## config.mk

```make
export PLATFORM = sky130hd
export DESIGN_NAME = pfsc_arith
export DESIGN_NICKNAME = d
export VERILOG_FILES = /design/src/pfsc_pkg.sv /design/src/pfsc_arith.sv
export SDC_FILE = /design/constraint.sdc
export NUM_CORES = 2
export LEC_CHECK = 0
export ABC_CLOCK_PERIOD_IN_PS = 8370
export BUFFER_PORTS_ARGS = -buffer_cell sky130_fd_sc_hd__buf_2
export CORE_ASPECT_RATIO = 0.75
export CORE_MARGIN = 2
export CORE_UTILIZATION = 57
export DETAILED_ROUTE_END_ITERATION = 16
export PLACE_DENSITY = 0.81
export SYNTH_ARGS = -nofsm -noshare
export SYNTH_HDL_FRONTEND = slang
export SYNTH_SLANG_ARGS = --single-unit
```

## constraint.sdc

```tcl
create_clock -name vclk -period 8.37
set_input_delay 1.2555 -clock vclk [all_inputs]
set_output_delay 1.2555 -clock vclk [all_outputs]
set_load 0.01 [all_outputs]
```

## src/pfsc_pkg.sv

```systemverilog
`timescale 1ns / 1ps
// ============================================================================
// pfsc_pkg
// Shared widths, register indexes and reset values of the fan-speed PI core.
// ============================================================================
package pfsc_pkg;

    localparam int DEFAULT_FRAC_BITS = 16;

    // Integral term storage width (signed).
    localparam int INT_W = 40;

    // Field widths.
    localparam int TEMP_W = 8;
    localparam int FAN_W  = 7;
    localparam int GAIN_W = 16;
    localparam int CFG_W  = 16;
    localparam int IDX_W  = 3;

    // Shared multiplier operand widths (signed).
    localparam int MUL_A_W = 33;
    localparam int MUL_B_W = 17;
    localparam int MUL_P_W = MUL_A_W + MUL_B_W;

    // Error width: temperature minus target, signed.
    localparam int ERR_W = TEMP_W + 1;

    typedef enum logic [IDX_W-1:0] {
        REG_TARGET_TEMP = 3'd0,
        REG_MIN_FAN     = 3'd1,
        REG_MAX_FAN     = 3'd2,
        REG_PROP_GAIN   = 3'd3,
        REG_INT_GAIN    = 3'd4,
        REG_TIME_STEP   = 3'd5
    } cfg_index_t;

    localparam logic [TEMP_W-1:0] RST_TARGET_TEMP = 8'd60;
    localparam logic [FAN_W-1:0]  RST_MIN_FAN     = 7'd30;
    localparam logic [FAN_W-1:0]  RST_MAX_FAN     = 7'd100;
    localparam logic [GAIN_W-1:0] RST_PROP_GAIN   = 16'd512;
    localparam logic [GAIN_W-1:0] RST_INT_GAIN    = 16'd26;
    localparam logic [GAIN_W-1:0] RST_TIME_STEP   = 16'd256;

endpackage

```

## src/pfsc_arith.sv

```systemverilog
`timescale 1ns / 1ps
// ============================================================================
// pfsc_arith
// Shared arithmetic unit: one signed multiplier and one add/subtract stage,
// reused by the sequencer for every product and sum of a step.
// ============================================================================
module pfsc_arith
    import pfsc_pkg::*;
#(
    parameter int ACC_W = 44
)
(
    input  logic signed [MUL_A_W-1:0] mul_a,
    input  logic signed [MUL_B_W-1:0] mul_b,
    output logic signed [MUL_P_W-1:0] prod,
    input  logic signed [ACC_W-1:0]   add_a,
    input  logic signed [ACC_W-1:0]   add_b,
    input  logic                      add_sub,
    output logic signed [ACC_W-1:0]   sum
);

    logic signed [ACC_W-1:0] b_eff;

    assign prod  = MUL_P_W'(mul_a) * MUL_P_W'(mul_b);
    // Two's complement subtract: invert the second operand and carry in one.
    assign b_eff = add_sub ? ~add_b : add_b;
    assign sum   = add_a + b_eff + ACC_W'({1'b0, add_sub});

endmodule

```

==> results.ini <==
[critical_path]
worstPathCellList = buf_2, buf_12, and2_4, fa_1, fa_1, fa_1, fa_1, fa_1, inv_1, fa_1, inv_1, ha_4, buf_4, o21a_1, o211ai_1, a31oi_4, a41oi_4, o311ai_4, a211o_1, a21oi_2, xnor2_1, buf_2
cp.required_ns = 7.11
path_buf_inv = 6
startpoint_type = input pin
cpMaxStageDelayCell = fa_1
crit_top_cell = fa_1
cp-endpoint = prod[47]
cp-end-kind = output port
slowest_delay_ns = 0.56
path_max_fanout = 33
path_class = input pin to output port
crit_start = mul_b[15]
path_depth = 22
cp_top_family = adder cells
worstPathArrival_ns = 7.17

[floorplan]
io_pins = 233
core_area_mm2 = 0.0380
die_h_um = 173
fp.dieW_um = 230
initial_core_util = 0.574
die_area_mm2 = 0.0399
rows = 62

[synth]
yosysWarnings = 0
syn_avg_cell_area_um2 = 8.72
synth_fp_nets = 3340
ys_seq_area_frac = 0
netlist.area_leader.share = 0.492
synth.distinct_cells = 65
synth.area.top_cells = fa_1 (49%), inv_1 (9.6%), ha_1 (9.1%)
synth_area_mm2 = 0.0218
netlist_instances = 2505
yosys.area.top_type = fa_1

[placed_design]
place_hpwl_um = 54000
dp.cells = 3393
pre_cts_slack_ns = -0.527
portBuffers = 233
gp_congestion = 1.01

[sta]
rsz0062_at_grt = true
setup_viol_count_final = 4
finalHoldViolCount = 0
period_share = 1.01
maxSlewHeadroom = 0.478
fmax_mhz = 119
fin_crit_ns = 8.43
drv_slew = 0
tightest_slew_ns = 0.783
tns_ns = -0.133
setup_slack_ns = -0.0564

[grt]
grt_max_degree = 34
grt_pass1_vias = 20400
grt_pass1_wl_um = 104000
overflow = 0
grt_antenna_before_repair = 0
grt_use_total = 0.326

[detailed_routing]
drt_iter0_markers = 1531
drc = 0
vias_per_cell = 5.57
drt_pass1_iterations = 8
routed_wl_um = 65300
num_vias = 19000
antenna_left = 0
wl_per_cell_um = 19.1

[finish]
nClkBuffers = 0
synthToLayoutAreaGrowth_pct = 22.5
seqCellArea_um2 = 0
layout-drive-gt1-share = 0.227
seq_cells = 0
stdcell_count = 3413
final_nets = 3738
n_antenna_cell = 0

[clock_network]
postCtsHoldBufs = 0

[status]
status = finished with violations
violations = negative setup slack

[hold_path]
worst_hold_path_type = input pin to output port

[job]
max_cap_viol_count = 0

## how the worst min path moves through the flow
stage / endpoint / cells past startpoint / start / slack, ns
2_1_floorplan: sum[0] / 1 / add_b[0] / 2.59
3_3_place_gp: sum[0] / 3 / add_a[0] / 2.78
3_5_place_dp: sum[0] / 3 / add_a[0] / 2.79
4_1_cts: sum[0] / 3 / add_a[0] / 2.79
5_1_grt: sum[0] / 3 / add_a[0] / 2.81
6_report: sum[0] / 3 / add_a[0] / 2.79
## cell usage after synthesis (2+ instances only)
cell type / instances
a31oi_1: 9
nand3b_1: 2
and2_1: 246
o21ai_1: 6
a21oi_1: 82
o21bai_1: 8
nand2b_1: 12
o211ai_1: 5
nand3_1: 14
xnor2_1: 62
a31o_2: 4
o21ai_0: 41
o31ai_1: 2
a311oi_1: 2
a211oi_2: 2
nand2_1: 351
inv_1: 556
nand4_1: 12
a2111oi_0: 2
o31a_1: 4
clkbuf_1: 98
o2111ai_1: 2
and3_1: 12
fa_1: 537
nor3_1: 8
a211oi_1: 8
and4_1: 4
a21o_1: 50
xor2_1: 75
o221ai_1: 2
nor2b_1: 10
ha_1: 159
o41ai_1: 3
nor2_1: 71
o21a_1: 12
a21boi_0: 3
## worst min-delay path, delay by kind of cell
kind | cells | cell delay, ns
XOR/XNOR | 1 | 0.06
buffers and inverters | 2 | 0.23
## cell usage in the layout, fill, tap and decap left out, types with 6 or more instances in the layout
cell type  netlist  routed
inv_1          556     540
fa_1           537     520
nand2_1        351     337
and2_1         246     234
buf_4            0     217
buf_2            0     201
ha_1           159     131
xor2_1          75      75
nor2_1          71      62
xnor2_1         62      62
a21oi_1         82      61
a21o_1          50      50
buf_6            1      35
o21ai_0         41      31
ha_4             0      26
buf_12           0      25
a21oi_2          1      17
fa_2             0      17
inv_2            0      16
and2_4           0      12
nand2b_1        12      12
nand4_1         12      12
o21a_1          12      12
and3_1          12      11
nor2b_1         10      10
nand2_2          0       9
nand3_1         14       9
o21ai_2          0       9
a31oi_1          9       9
o21bai_1         8       8
nor3_1           8       7
clkbuf_4         0       7
o21ai_1          6       6
buf_8            0       6
## cell families (layout without fill, tap and decap cells)
group / count (synthesis) / count (layout) / share of synthesized area
compound gates: 266 / 266 / 0.0809
mux: 1 / 1 / 0.000516
fa+ha+maj: 696 / 696 / 0.583
simple gates: 750 / 750 / 0.167
xor+xnor: 137 / 137 / 0.0550
buf+inv: 655 / 1051 / 0.113
## through the flow
stage	util	area [µm²]	hold WS, ns
detailed placement	0.666	25300	2.79
CTS	0.682	25900	2.79
global placement	0.666	25300	2.78
finish	0.704	26800	2.79
floorplan	-	21800	2.59
global route	0.704	26800	2.81
## layout make-up
cell class / instances / area [µm²]
fillers: 2795 / 11300
multi-input cells: 1850 / 20300
inverters: 556 / 2090
well taps: 512 / 641
repair buffers: 495 / 3770
## timing repair
action / in CTS / in global routing
gates resized for setup: 115 / 170
buffers inserted: 10 / 12
setup endpoints to repair: 23 / 23
gates cloned: 0 / 3
pin swaps: 47 / 118
## metal layers
layer | global-route usage | part of all wire | vias up
met3 | 0.0462 | 0.085 | 175
met5 | 0 | 0 | -
li1 | - | - | 8283
met4 | 0.0892 | 0.041 | 0
met1 | 0.460 | 0.40 | 9616
met2 | 0.532 | 0.47 | 928
Power is left out: the tool's default activity adds up to more than one toggle a clock period on the data nets, which glitch-free logic cannot reach.
